[config.mk]
export PLATFORM = sky130hd
export DESIGN_NAME = epoch_seconds_to_calendar_core
export DESIGN_NICKNAME = d
export VERILOG_FILES = /design/src/sv/esc_pkg.sv /design/src/sv/esc_date_split.sv /design/src/sv/epoch_seconds_to_calendar_core.sv
export VERILOG_INCLUDE_DIRS = /design/src /design/src/sv
export SDC_FILE = /design/constraint.sdc
export NUM_CORES = 2
export LEC_CHECK = 0
export ABC_AREA = 1
export BUFFER_PORTS_ARGS = -buffer_cell sky130_fd_sc_hd__buf_2
export CORE_AREA = 10 10 223 225
export DETAILED_ROUTE_END_ITERATION = 7
export DIE_AREA = 0 0 233 235
export PLACE_DENSITY_LB_ADDON = 0.2
export SLEW_MARGIN = 5
export SYNTH_ARGS = -nofsm -noshare
export SYNTH_HDL_FRONTEND = slang
export SYNTH_SLANG_ARGS = --single-unit
[constraint.sdc]
create_clock -name i_clk -period 16 [get_ports i_clk]
set_clock_uncertainty 0.2 [all_clocks]
set_input_delay 3.2 -clock i_clk [delete_from_list [all_inputs] [get_ports i_clk]]
set_output_delay 3.2 -clock i_clk [all_outputs]
set_load 0.02 [all_outputs]
[src/sv/epoch_seconds_to_calendar_core_defines.svh]
// ----------------------------------------------------------------------------
// Assertion macros for the epoch-to-calendar core
// Shared by every module that checks its own pipeline.
// ----------------------------------------------------------------------------
`ifndef EPOCH_SECONDS_TO_CALENDAR_CORE_DEFINES_SVH
`define EPOCH_SECONDS_TO_CALENDAR_CORE_DEFINES_SVH

// Checked on every rising edge outside reset
`define ESC_ASSERT(lbl, prop, msg) \
    lbl: assert property (@(posedge i_clk) disable iff (!i_rst_n) (prop)) else $error(msg);

// Checked on every rising edge, reset included
`define ESC_ASSERT_ALWAYS(lbl, prop, msg) \
    lbl: assert property (@(posedge i_clk) (prop)) else $error(msg);

`endif

[src/sv/esc_pkg.sv]
// ----------------------------------------------------------------------------
// esc_pkg
// Constants, types and tables for the epoch-to-calendar pipeline.
// ----------------------------------------------------------------------------
`default_nettype none

package esc_pkg;

    // Seconds are biased so that every input becomes a positive count:
    // (t + 2^31) + BIAS_ADD = t + 24856 * 86400
    localparam logic [32:0] BIAS_ADD = 33'd74752;

    // 86400 = 128 * 675: low seven bits pass straight, the rest divides by 675
    localparam int          LO_BITS      = 7;
    localparam logic [9:0]  DIV_675      = 10'd675;
    localparam logic [26:0] RECIP_675    = 27'd101806632;   // floor(2^36 / 675)

    // Day count since 1900-01-01 = biased day + 712
    localparam logic [15:0] DAY_BIAS     = 16'd712;

    localparam logic [10:0] DAYS_CYCLE   = 11'd1461;
    localparam logic [15:0] RECIP_1461   = 16'd45934;       // ceil(2^26 / 1461)
    localparam logic [10:0] DAYS_LEAP_YR = 11'd366;
    localparam logic [10:0] DAYS_YR      = 11'd365;
    localparam logic [10:0] DAYS_TWO_YR  = 11'd730;

    localparam logic [11:0] SECS_HOUR    = 12'd3600;
    localparam logic [12:0] RECIP_225    = 13'd4661;        // ceil(2^20 / 225)
    localparam logic [5:0]  SECS_MIN     = 6'd60;
    localparam logic [10:0] RECIP_15     = 11'd1093;        // ceil(2^14 / 15)

    localparam int          MONTHS       = 12;
    localparam logic [2:0]  DAYS_WEEK    = 3'd7;

    typedef struct packed {
        logic [7:0] year_since_1900;
        logic [3:0] month;
        logic [4:0] day_of_month;
        logic [8:0] day_of_year;
    } t_date;

    // First day of year of each month
    function automatic logic [8:0] month_start(input logic [3:0] mon, input logic leap);
        logic [8:0] base;
        case (mon)
            4'd0:    base = 9'd0;
            4'd1:    base = 9'd31;
            4'd2:    base = 9'd59;
            4'd3:    base = 9'd90;
            4'd4:    base = 9'd120;
            4'd5:    base = 9'd151;
            4'd6:    base = 9'd181;
            4'd7:    base = 9'd212;
            4'd8:    base = 9'd243;
            4'd9:    base = 9'd273;
            4'd10:   base = 9'd304;
            4'd11:   base = 9'd334;
            default: base = 9'd0;
        endcase
        if (leap && (mon >= 4'd2)) begin
            base = base + 9'd1;
        end
        return base;
    endfunction

endpackage

`default_nettype wire

[src/sv/esc_date_split.sv]
// ----------------------------------------------------------------------------
// esc_date_split
// Five-stage pipeline from a day count since 1900 to year, month, day of
// month and day of year under the every-fourth-year leap rule.
// ----------------------------------------------------------------------------
`default_nettype none
`include "epoch_seconds_to_calendar_core_defines.svh"

module esc_date_split (
    input  logic           i_clk,
    input  logic           i_rst_n,
    input  logic           i_valid,
    input  logic [15:0]    i_day,
    output logic           o_valid,
    output esc_pkg::t_date o_date
);
    import esc_pkg::*;

    // stage valids
    logic [4:0]  r_v;
    logic [4:0]  n_v;

    // stage 1: four-year cycle estimate
    logic [31:0] w_cyc_prod;
    logic [5:0]  r_d1_cyc;
    logic [15:0] r_d1_day;

    // stage 2: day within cycle
    logic [15:0] w_cyc_days;
    logic [15:0] w_cyc_rem;
    logic [10:0] r_d2_rem;
    logic [5:0]  r_d2_cyc;

    // stage 3: year and day of year
    logic [10:0] w_rem2;
    logic [1:0]  w_yoff;
    logic [10:0] w_yday;
    logic [8:0]  r_d3_yday;
    logic [7:0]  r_d3_year;
    logic        r_d3_leap;

    // stage 4: month
    logic [3:0]  n_mon;
    logic [3:0]  r_d4_mon;
    logic [8:0]  r_d4_yday;
    logic [7:0]  r_d4_year;
    logic        r_d4_leap;

    // stage 5: output
    logic [8:0]  w_dom;
    t_date       r_date;

    assign n_v = {r_v[3:0], i_valid};

    always_ff @(posedge i_clk) begin
        if (!i_rst_n) begin
            r_v <= '0;
        end else begin
            r_v <= n_v;
        end
    end

    assign w_cyc_prod = 32'(i_day) * 32'(RECIP_1461);

    always_ff @(posedge i_clk) begin
        r_d1_cyc <= w_cyc_prod[31:26];
        r_d1_day <= i_day;
    end

    assign w_cyc_days = 16'(r_d1_cyc) * 16'(DAYS_CYCLE);
    assign w_cyc_rem  = r_d1_day - w_cyc_days;

    always_ff @(posedge i_clk) begin
        r_d2_rem <= w_cyc_rem[10:0];
        r_d2_cyc <= r_d1_cyc;
    end

    // first year of the cycle is the leap year
    always_comb begin
        w_rem2 = r_d2_rem - DAYS_LEAP_YR;
        if (r_d2_rem < DAYS_LEAP_YR) begin
            w_yoff = 2'd0;
            w_yday = r_d2_rem;
        end else if (w_rem2 >= DAYS_TWO_YR) begin
            w_yoff = 2'd3;
            w_yday = w_rem2 - DAYS_TWO_YR;
        end else if (w_rem2 >= DAYS_YR) begin
            w_yoff = 2'd2;
            w_yday = w_rem2 - DAYS_YR;
        end else begin
            w_yoff = 2'd1;
            w_yday = w_rem2;
        end
    end

    always_ff @(posedge i_clk) begin
        r_d3_yday <= w_yday[8:0];
        r_d3_year <= {r_d2_cyc, w_yoff};
        r_d3_leap <= (w_yoff == 2'd0);
    end

    // count the month starts already passed
    always_comb begin
        n_mon = '0;
        for (int m = 1; m < MONTHS; m++) begin
            if (r_d3_yday >= month_start(4'(m), r_d3_leap)) begin
                n_mon = n_mon + 4'd1;
            end
        end
    end

    always_ff @(posedge i_clk) begin
        r_d4_mon  <= n_mon;
        r_d4_yday <= r_d3_yday;
        r_d4_year <= r_d3_year;
        r_d4_leap <= r_d3_leap;
    end

    assign w_dom = r_d4_yday - month_start(r_d4_mon, r_d4_leap) + 9'd1;

    always_ff @(posedge i_clk) begin
        r_date.year_since_1900 <= r_d4_year;
        r_date.month           <= r_d4_mon;
        r_date.day_of_month    <= w_dom[4:0];
        r_date.day_of_year     <= r_d4_yday;
    end

    assign o_valid = r_v[4];
    assign o_date  = r_date;

    `ESC_ASSERT(a_cyc_rem, r_v[1] |-> (r_d2_rem < DAYS_CYCLE), "cycle remainder out of range")
    `ESC_ASSERT(a_leap_day, o_valid |-> ((o_date.day_of_year != 9'd365) || (o_date.year_since_1900[1:0] == 2'd0)), "day 365 in a common year")
    `ESC_ASSERT(a_date_rng, o_valid |-> ((o_date.day_of_month != 5'd0) && (o_date.month < 4'd12) && (o_date.year_since_1900 != 8'd0) && (o_date.year_since_1900 <= 8'd138)), "date field out of range")

endmodule

`default_nettype wire

[src/sv/epoch_seconds_to_calendar_core.sv]
// ----------------------------------------------------------------------------
// epoch_seconds_to_calendar_core
// Nine-stage pipeline that breaks a signed Unix time into UTC calendar fields.
// ----------------------------------------------------------------------------
// Usage:
//   Drive i_epoch_seconds and raise start for one cycle per item; an item is
//   taken at every rising edge where start is high and busy is low. busy
//   stays low, so a new item may enter on every cycle.
//   Each result appears on the o_* field ports for exactly one cycle with
//   o_valid high; results leave in input order. Throughput is one item per
//   cycle. The pipeline is a chain of reciprocal multiplies: day split by
//   675 with a one-step correction, then the four-year cycle split and the
//   hour/minute split, each multiply followed by a register.
//   The receiver cannot stall, so results are never held back.
//   Reset (synchronous, active low) clears all stage valid bits; items in
//   flight are dropped and no result is shown until a new transfer in.
//   The block keeps no state between items and has no configuration.
// ----------------------------------------------------------------------------
`default_nettype none
`include "epoch_seconds_to_calendar_core_defines.svh"

module epoch_seconds_to_calendar_core (
    input  logic        i_clk,
    input  logic        i_rst_n,
    input  logic        start,
    output logic        busy,
    input  logic [31:0] i_epoch_seconds,
    output logic        o_valid,
    output logic [5:0]  o_second,
    output logic [5:0]  o_minute,
    output logic [4:0]  o_hour,
    output logic [4:0]  o_day_of_month,
    output logic [3:0]  o_month,
    output logic [7:0]  o_year_since_1900,
    output logic [2:0]  o_weekday,
    output logic [8:0]  o_day_of_year
);
    import esc_pkg::*;

    logic        w_accept;
    logic [3:0]  r_v;
    logic [3:0]  n_v;

    // stage 1: bias
    logic [32:0] w_biased;
    logic [25:0] r_s1_x;
    logic [6:0]  r_s1_lo;

    // stage 2: day estimate
    logic [52:0] w_q_prod;
    logic [15:0] r_s2_q0;
    logic [25:0] r_s2_x;
    logic [6:0]  r_s2_lo;

    // stage 3: remainder of the estimate
    logic [25:0] w_q_back;
    logic [25:0] w_q_rem;
    logic [10:0] r_s3_r0;
    logic [15:0] r_s3_q0;
    logic [6:0]  r_s3_lo;

    // stage 4: corrected day and time of day
    logic        w_fix;
    logic [10:0] w_r_fix;
    logic [15:0] n_day;
    logic [15:0] r_s4_day;
    logic [16:0] r_s4_hms;

    // stage 5: hour and weekday
    logic [25:0] w_h_prod;
    logic [5:0]  w_oct_sum;
    logic [3:0]  w_oct_fold;
    logic [2:0]  n_wday;
    logic [4:0]  r_s5_hour;
    logic [16:0] r_s5_hms;
    logic [2:0]  r_s5_wday;

    // stage 6: seconds within hour
    logic [16:0] w_h_back;
    logic [16:0] w_h_rem;
    logic [11:0] r_s6_remh;
    logic [4:0]  r_s6_hour;
    logic [2:0]  r_s6_wday;

    // stage 7: minute
    logic [20:0] w_m_prod;
    logic [5:0]  r_s7_min;
    logic [11:0] r_s7_remh;
    logic [4:0]  r_s7_hour;
    logic [2:0]  r_s7_wday;

    // stage 8: second
    logic [11:0] w_m_back;
    logic [11:0] w_s_rem;
    logic [5:0]  r_s8_sec;
    logic [5:0]  r_s8_min;
    logic [4:0]  r_s8_hour;
    logic [2:0]  r_s8_wday;

    // stage 9: output
    logic [5:0]  r_s9_sec;
    logic [5:0]  r_s9_min;
    logic [4:0]  r_s9_hour;
    logic [2:0]  r_s9_wday;

    logic        w_date_valid;
    t_date       w_date;

    assign busy     = 1'b0;
    assign w_accept = start && !busy;
    assign n_v      = {r_v[2:0], w_accept};

    always_ff @(posedge i_clk) begin
        if (!i_rst_n) begin
            r_v <= '0;
        end else begin
            r_v <= n_v;
        end
    end

    // flip the sign bit, then add the rest of the bias
    assign w_biased = {1'b0, i_epoch_seconds ^ 32'h8000_0000} + BIAS_ADD;

    always_ff @(posedge i_clk) begin
        r_s1_x  <= w_biased[32:LO_BITS];
        r_s1_lo <= w_biased[LO_BITS-1:0];
    end

    assign w_q_prod = 53'(r_s1_x) * 53'(RECIP_675);

    always_ff @(posedge i_clk) begin
        r_s2_q0 <= w_q_prod[51:36];
        r_s2_x  <= r_s1_x;
        r_s2_lo <= r_s1_lo;
    end

    assign w_q_back = 26'(r_s2_q0) * 26'(DIV_675);
    assign w_q_rem  = r_s2_x - w_q_back;

    always_ff @(posedge i_clk) begin
        r_s3_r0 <= w_q_rem[10:0];
        r_s3_q0 <= r_s2_q0;
        r_s3_lo <= r_s2_lo;
    end

    // estimate runs at most one low
    assign w_fix   = (r_s3_r0 >= 11'(DIV_675));
    assign w_r_fix = w_fix ? (r_s3_r0 - 11'(DIV_675)) : r_s3_r0;
    assign n_day   = r_s3_q0 + 16'(w_fix) + DAY_BIAS;

    always_ff @(posedge i_clk) begin
        r_s4_day <= n_day;
        r_s4_hms <= {w_r_fix[9:0], r_s3_lo};
    end

    // hour = (hms / 16) / 225
    assign w_h_prod = 26'(r_s4_hms[16:4]) * 26'(RECIP_225);

    // day since 1900 mod 7 is the weekday; fold octal digits since 8 = 1 mod 7
    assign w_oct_sum = 6'(r_s4_day[2:0]) + 6'(r_s4_day[5:3]) + 6'(r_s4_day[8:6])
                     + 6'(r_s4_day[11:9]) + 6'(r_s4_day[14:12]) + 6'(r_s4_day[15]);
    assign w_oct_fold = 4'(w_oct_sum[5:3]) + 4'(w_oct_sum[2:0]);
    assign n_wday = (w_oct_fold >= 4'(DAYS_WEEK)) ? 3'(w_oct_fold - 4'(DAYS_WEEK))
                                                  : w_oct_fold[2:0];

    always_ff @(posedge i_clk) begin
        r_s5_hour <= w_h_prod[24:20];
        r_s5_hms  <= r_s4_hms;
        r_s5_wday <= n_wday;
    end

    assign w_h_back = 17'(r_s5_hour) * 17'(SECS_HOUR);
    assign w_h_rem  = r_s5_hms - w_h_back;

    always_ff @(posedge i_clk) begin
        r_s6_remh <= w_h_rem[11:0];
        r_s6_hour <= r_s5_hour;
        r_s6_wday <= r_s5_wday;
    end

    // minute = (rem / 4) / 15
    assign w_m_prod = 21'(r_s6_remh[11:2]) * 21'(RECIP_15);

    always_ff @(posedge i_clk) begin
        r_s7_min  <= w_m_prod[19:14];
        r_s7_remh <= r_s6_remh;
        r_s7_hour <= r_s6_hour;
        r_s7_wday <= r_s6_wday;
    end

    assign w_m_back = 12'(r_s7_min) * 12'(SECS_MIN);
    assign w_s_rem  = r_s7_remh - w_m_back;

    always_ff @(posedge i_clk) begin
        r_s8_sec  <= w_s_rem[5:0];
        r_s8_min  <= r_s7_min;
        r_s8_hour <= r_s7_hour;
        r_s8_wday <= r_s7_wday;
    end

    always_ff @(posedge i_clk) begin
        r_s9_sec  <= r_s8_sec;
        r_s9_min  <= r_s8_min;
        r_s9_hour <= r_s8_hour;
        r_s9_wday <= r_s8_wday;
    end

    // date path runs alongside the time path and lines up at the output
    esc_date_split u_date (
        .i_clk   (i_clk),
        .i_rst_n (i_rst_n),
        .i_valid (r_v[3]),
        .i_day   (r_s4_day),
        .o_valid (w_date_valid),
        .o_date  (w_date)
    );

    assign o_valid           = w_date_valid;
    assign o_second          = r_s9_sec;
    assign o_minute          = r_s9_min;
    assign o_hour            = r_s9_hour;
    assign o_weekday         = r_s9_wday;
    assign o_day_of_month    = w_date.day_of_month;
    assign o_month           = w_date.month;
    assign o_year_since_1900 = w_date.year_since_1900;
    assign o_day_of_year     = w_date.day_of_year;

    `ESC_ASSERT(a_day_est, r_v[2] |-> (r_s3_r0 < 11'd1350), "day estimate off by more than one")
    `ESC_ASSERT(a_time_rng, o_valid |-> ((o_hour < 5'd24) && (o_minute < 6'd60) && (o_second < 6'd60)), "time of day out of range")
    `ESC_ASSERT(a_wday_rng, o_valid |-> (o_weekday < 3'd7), "weekday out of range")
    `ESC_ASSERT_ALWAYS(a_rst_flush, !i_rst_n |=> (r_v == 4'd0), "reset left a stage valid")

endmodule

`default_nettype wire
Word-level counts from Yosys, hierarchy flattened
Memories as Yosys holds them, arrays and structs flattened. A register that Yosys moved wholly into a read port is not among the register bits.
Cells that the tools add are included.
{"block": "word_totals", "mem_bits_ro": 144, "latch_bits": 0, "elab_cells": 135, "mem_count": 1, "out_inout_bits": 48, "in_bits": 35, "ram_bits": 0, "reg_bits": 343}
{"name": "(name not given)", "depth": 16, "word_bits": 9, "read_ports": 1, "rd_ports_with_merged_regs": 1, "wr": 0, "line_no": "esc_pkg.sv:45", "text": "case (mon)"}
{"block": "op_classes", "addsub": 31, "n_bitwise": 1, "mux": 30, "div_mod_pow": 0, "n_mul": 8, "order_cmp": 17, "eq_ne": 0, "shift": 0, "reduce_logical": 2}
{"operator": "26-bit by 24-bit multiplier with 49-bit output (second input constant)", "count": 1}
{"operator": "4-bit 2-to-1 mux", "count": 11}
{"operator": "4-bit by 1-bit adder with 4-bit output (second input constant)", "count": 9}
{"operator": "9-bit by 8-bit greater-or-equal comparator with 1-bit output", "count": 4}
{"operator": "32-bit by 17-bit adder with 33-bit output (second input constant)", "count": 1}
{"operator": "16-bit by 15-bit multiplier with 31-bit output (second input constant)", "count": 1}
{"operator": "9-bit greater-or-equal comparator", "count": 3}
{"operator": "9-bit 2-to-1 mux", "count": 3}
{"operator": "13-bit by 13-bit multiplier with 25-bit output (second input constant)", "count": 1}
{"operator": "11-bit by 10-bit greater-or-equal comparator with 1-bit output (second input constant)", "count": 2}
{"operator": "11-bit subtractor", "count": 2}
{"operator": "10-bit by 11-bit multiplier with 20-bit output (second input constant)", "count": 1}
{"operator": "9-bit by 7-bit greater-or-equal comparator with 1-bit output", "count": 2}
{"operator": "16-bit by 1-bit adder with 16-bit output", "count": 1}
{"operator": "16-bit by 10-bit adder with 16-bit output (second input constant)", "count": 1}
{"operator": "16-bit by 10-bit multiplier with 11-bit output (second input constant)", "count": 1}
{"operator": "12-bit subtractor", "count": 1}
{"operator": "11-bit by 9-bit greater-or-equal comparator with 1-bit output (second input constant)", "count": 1}
{"operator": "11-bit by 9-bit < comparator with 1-bit output (second input constant)", "count": 1}
{"operator": "6-bit by 11-bit multiplier with 11-bit output (second input constant)", "count": 1}
{"operator": "11-bit by 9-bit subtractor with 11-bit output (second input constant)", "count": 1}
{"operator": "5-bit by 1-bit adder with 5-bit output (second input constant)", "count": 2}
{"operator": "10-bit 2-to-1 mux", "count": 1}
{"operator": "2-bit 2-to-1 mux", "count": 5}
{"operator": "other kinds (24)", "count": 32}

Longest topological paths before layout
{"block": "depth", "depth_word": 22, "mapped_depth": 46, "depth_no_buf": 46}

Cells and area by module
From an unflattened synthesis, not the netlist that was laid out.
{"block": "unflattened", "cells_unflattened": 3710, "hier_area_um2": 33358.2}
{"module": "epoch_seconds_to_calendar_core", "seq_area_each_um2": 4764.6, "n_inst": 1, "cells_each": 2444, "area_each_um2": 22375.2}
{"module": "esc_date_split", "seq_area_each_um2": 2202.1, "n_inst": 1, "cells_each": 1266, "area_each_um2": 10983.0}

Least setup slack after synthesis
No wires, ideal clock.
{"block": "synth_timing", "path_type": "register to register", "start": "reg u_date.r_d3_leap", "end": "reg (tool-made name)", "setup_ns": 0.058, "period_less_slack_ns": 5.972, "path_slack_ns": 10.028, "required_time_ns": 15.742, "arrival_time_ns": 5.714, "path_stages_with_launch": 46, "path_buffers": 0, "path_cell_list": "dfxtp_1 > inv_1 > ha_1 > inv_1 > nand2_1 > nand2_1 > nand2_1 > a21oi_1 > o31ai_1 > ha_1 > inv_1 > nand3_2 > nand2_4 > inv_2 > ha_1 > or2_2 > nand2_1 > nand2_1 > [... 10 more ...] > nand2_1 > nand2_1 > inv_1 > nand2_1 > nand3_1 > nand2_1 > ha_1 > nand2_1 > o21ai_0 > inv_1 > nand2_1 > nand3_1 > nand2_2 > inv_1 > ha_1 > nor2_1 > nand2_1 > nand2_1"}
{"item": "start, declared", "line_no": "esc_date_split.sv:40", "text": "logic r_d3_leap;"}
{"item": "start signal, assigned", "line_no": "esc_date_split.sv:99", "text": "r_d3_leap <= (w_yoff == 2'd0);"}

==> run summary <==
The layout cell share with drive strength beyond 1 came out at under 10%. In the post-synthesis netlist, the cell with the most instances is inv_1. The net count after synthesis is between 4000 and 5000. The overall routing resource usage came out at between 20% and 30%. After synthesis the netlist holds a flip-flop and latch count of 348. The clock tree from TritonCTS is done. The data required time of the critical path came out at about 16 ns. The clock net sink count came out at between 300 and 400.

The netlist uses 55 different library cells. Headroom to the max-slew limit came out at 16.7%. The maximum single-stage delay on the critical path came out at about 0.41 ns. The most repeated library cell on the critical path is nand2_1.

The count of unresolved DRC violations after routing came out at 0. The synthesized area is ~31000 um2. The sort of element at the end of the critical path is a flip-flop. For this configuration, the core starts out at a cell density of between 60% and 70%. The die area came out at between 50000 and 60000 um2. The number of flops mapped to enable cells by yosys is 0. The root buffer cell is clkbuf_16. The cell with the largest stage delay on the worst path is dfxtp_1.

Max-cap violations in this run came to 0. The async set-reset flop share out of synthesis is 0%. The path depth of the worst reg2reg path came out at 45. The vias per cell came out at 5.29. The growth of design area from synthesis to finish came out at 7.67%. The largest driver fanout on the critical path is 7. The arrival time of the worst setup path is ~7 ns.

The number of buffers added to fix hold violations after cts came out at 0. The register area share after synthesis came out at approximately 22%. At the end of routability-driven placement, the weighted congestion stood at roughly 0.93. The highest clock frequency the design can meet is 0.148 GHz. The number of gates resized after cts came out at 0. From left edge to right edge, the die measures around 230 um. Excluding fillers, the count of instances in the completed layout stands at between 3000 and 4000. The insertion delay of the later-clocked pin in the worst-skew pair came out at ~0.56 ns. Setup repair after global routing left no endpoint under its margin. The post-detailed-routing wire length came out at approximately 60000 um.

The synthesized instance count is around 3200. The worst setup path is launched from a flip-flop. The number of instances on the worst hold path came out at 0.

The wire length per cell after detailed routing is 15.5 um. The final net count is around 4400. The number of buffers created by CTS is 37. The count of pins over their slew limit came out at 0. The number of setup violations in the final report came out at 0. Entering global routing, the biggest net connects 21 pins. The library cell occupying the most area in the post-synthesis netlist is ha_1. The number of antenna violations at the first check in global routing is 0.

Counting tap cells, the placed design contains a total of 3894 instances. Setup total negative slack on the finished layout was measured at 0 ns. The post-CTS repair timing setup buffer count is 0. The worst setup path is of the reg2reg kind.

The mean instance size in the synthesized netlist came out at 9.70 um2. The number of global-route vias before repair is approximately 22000. For this run, the number of Yosys warnings is 0.

The final number of hold-violating endpoints is 0. Summing over every cut layer, the via total after detailed routing is 20951. After synthesis, the cell types taking the most area are ha_1 27%, dfxtp_1 22%, fa_1 22%, inv_1 9.3%, nand2_1 3.8%.

The first-pass GRT wire length is 105000 um. The portion of synthesized cell area occupied by the leading cell type is approximately 27%. Pin placement for this block handled between 80 and 90 I/O pins. The count of TritonRoute iterations in the first routing pass came out at 5.

The first routing iteration left 788 violations. The core area is roughly 45000 um2. The deepest level of the CTS H-tree came out at 2.

The number of antenna diodes came out at 0. The total congestion overflow after global routing is 0. The most common flop cell mapped by yosys is dfxtp_1. The worst path uses 42.1% of the clock period. The run finished with clean final reports. The maximum buffer depth of the clock tree came out at 3.

The time the final worst path needs with I/O delays and setup came out at approximately 6.7 ns. The commonest cells after synthesis are 773 x inv_1, 683 x ha_1, 348 x dfxtp_1. During placement, the flow inserted port buffers numbering between 80 and 90.

The detailed-placement wirelength estimate came out at ~52000 um. The clock-pin slew on the worst setup and hold paths came out at roughly 0.060 ns. At the pin with the least slew margin, the transition time is 1.24 ns.

The die is between 200 and 250 um tall. The remaining antenna violation count after routing came out at 0. The floorplan has 78 rows. The tightest min-delay check is of the reg2reg type.
==> final cells by class <==
| class | count | area [um2] |
|---|---|---|
| multi-input cells | 2079 | 21300 |
| inverters | 786 | 2950 |
| repair buffers | 81 | 405 |
| well taps | 600 | 751 |
| clock buffers | 45 | 1010 |
| flip-flops and latches | 348 | 6970 |
| clock inverters | 23 | 267 |
| fillers | 3187 | 11500 |
==> worst max-delay path: cells and delay by family (launching register included) <==
family	cells	cell delay [ns]
and+or+nand+nor	28	2.81
adders and majority gates	7	2.08
buffers and inverters	7	0.64
AOI/OAI and AO/OA	3	0.55
DFF	1	0.41
==> registers in the layout (all words and copies together) (netlist names), 7 cells and up, named ones only <==
signal and flops:
r_s4_day 16, r_s3_lo 7, r_s3_r0 11, r_s1_lo 7
u_date.o_date 26, r_s2_lo 7, u_date.r_d3_year 8, r_s2_q0 16
u_date.r_d3_yday 9, u_date.r_d4_yday 9, u_date.r_d4_year 8, r_s1_x 26
r_s3_q0 16, r_s2_x 11, r_s4_hms 17, r_s5_hms 12
u_date.r_d2_rem 11, r_s6_remh 12, u_date.r_d1_day 11
==> logic make-up (layout without fill, tap and decap cells) <==
group	count (synthesis)	in the layout	synth area share [%]
adders and majority gates	1029	1029	49.5
buffers and inverters	792	935	9.55
and+or+nand+nor	616	616	9.12
DFF	348	348	22.3
AOI/OAI and AO/OA	270	270	4.91
xor gates and xnor gates	162	162	4.54
other	1	1	0.0120
muxes	1	1	0.0360
==> stage by stage <==
stage / setup WS (ns) / hold slack (ns) / util (%) / cell area [um2]
2_1_floorplan: 10.03 / 0.110 / - / 31200
3_3_place_gp: 9.54 / 0.110 / 71.8 / 32400
3_5_place_dp: 9.34 / 0.112 / 71.8 / 32400
4_1_cts: 9.30 / 0.123 / 74.6 / 33600
5_1_grt: 8.75 / 0.127 / 74.6 / 33600
6_report: 9.26 / 0.118 / 74.6 / 33600
==> routing by layer <==
metal / global-route usage, % / vias to the layer above / routed length [um]
met1: 27.8 / 10059 / 25500
met5: 0 / - / 0
met4: 7.20 / 0 / 1860
li1: - / 10348 / -
met2: 42.0 / 417 / 31600
met3: 3.31 / 127 / 2350
==> final timing paths <==
path	startpoint	to	slack, ns
worst min-delay path	u_date.r_d4_mon[0]$_DFF_P_	u_date.o_date[14]$_DFF_P_	0.12
worst max-delay path	u_date.r_d3_leap$_DFF_P_	flip-flop	9.26
worst max register to register	u_date.r_d3_leap$_DFF_P_	flip-flop	9.26
worst min register to register	u_date.r_d4_mon[0]$_DFF_P_	u_date.o_date[14]$_DFF_P_	0.12
==> cells in the final DEF (no fill, tap or decap), drive strengths merged, types with 18 or more instances in the layout <==
cell type  instances
dfxtp            348
nand2            341
clkbuf            45
ha               683
nand3            107
fa               346
xnor2             55
buf               81
nor2             110
nand4             18
inv              787
a21oi            130
o21ai             68
xor2             107
Power is not shown: default switching activity piles up to over one toggle a cycle in this logic, so the estimate is an artifact.
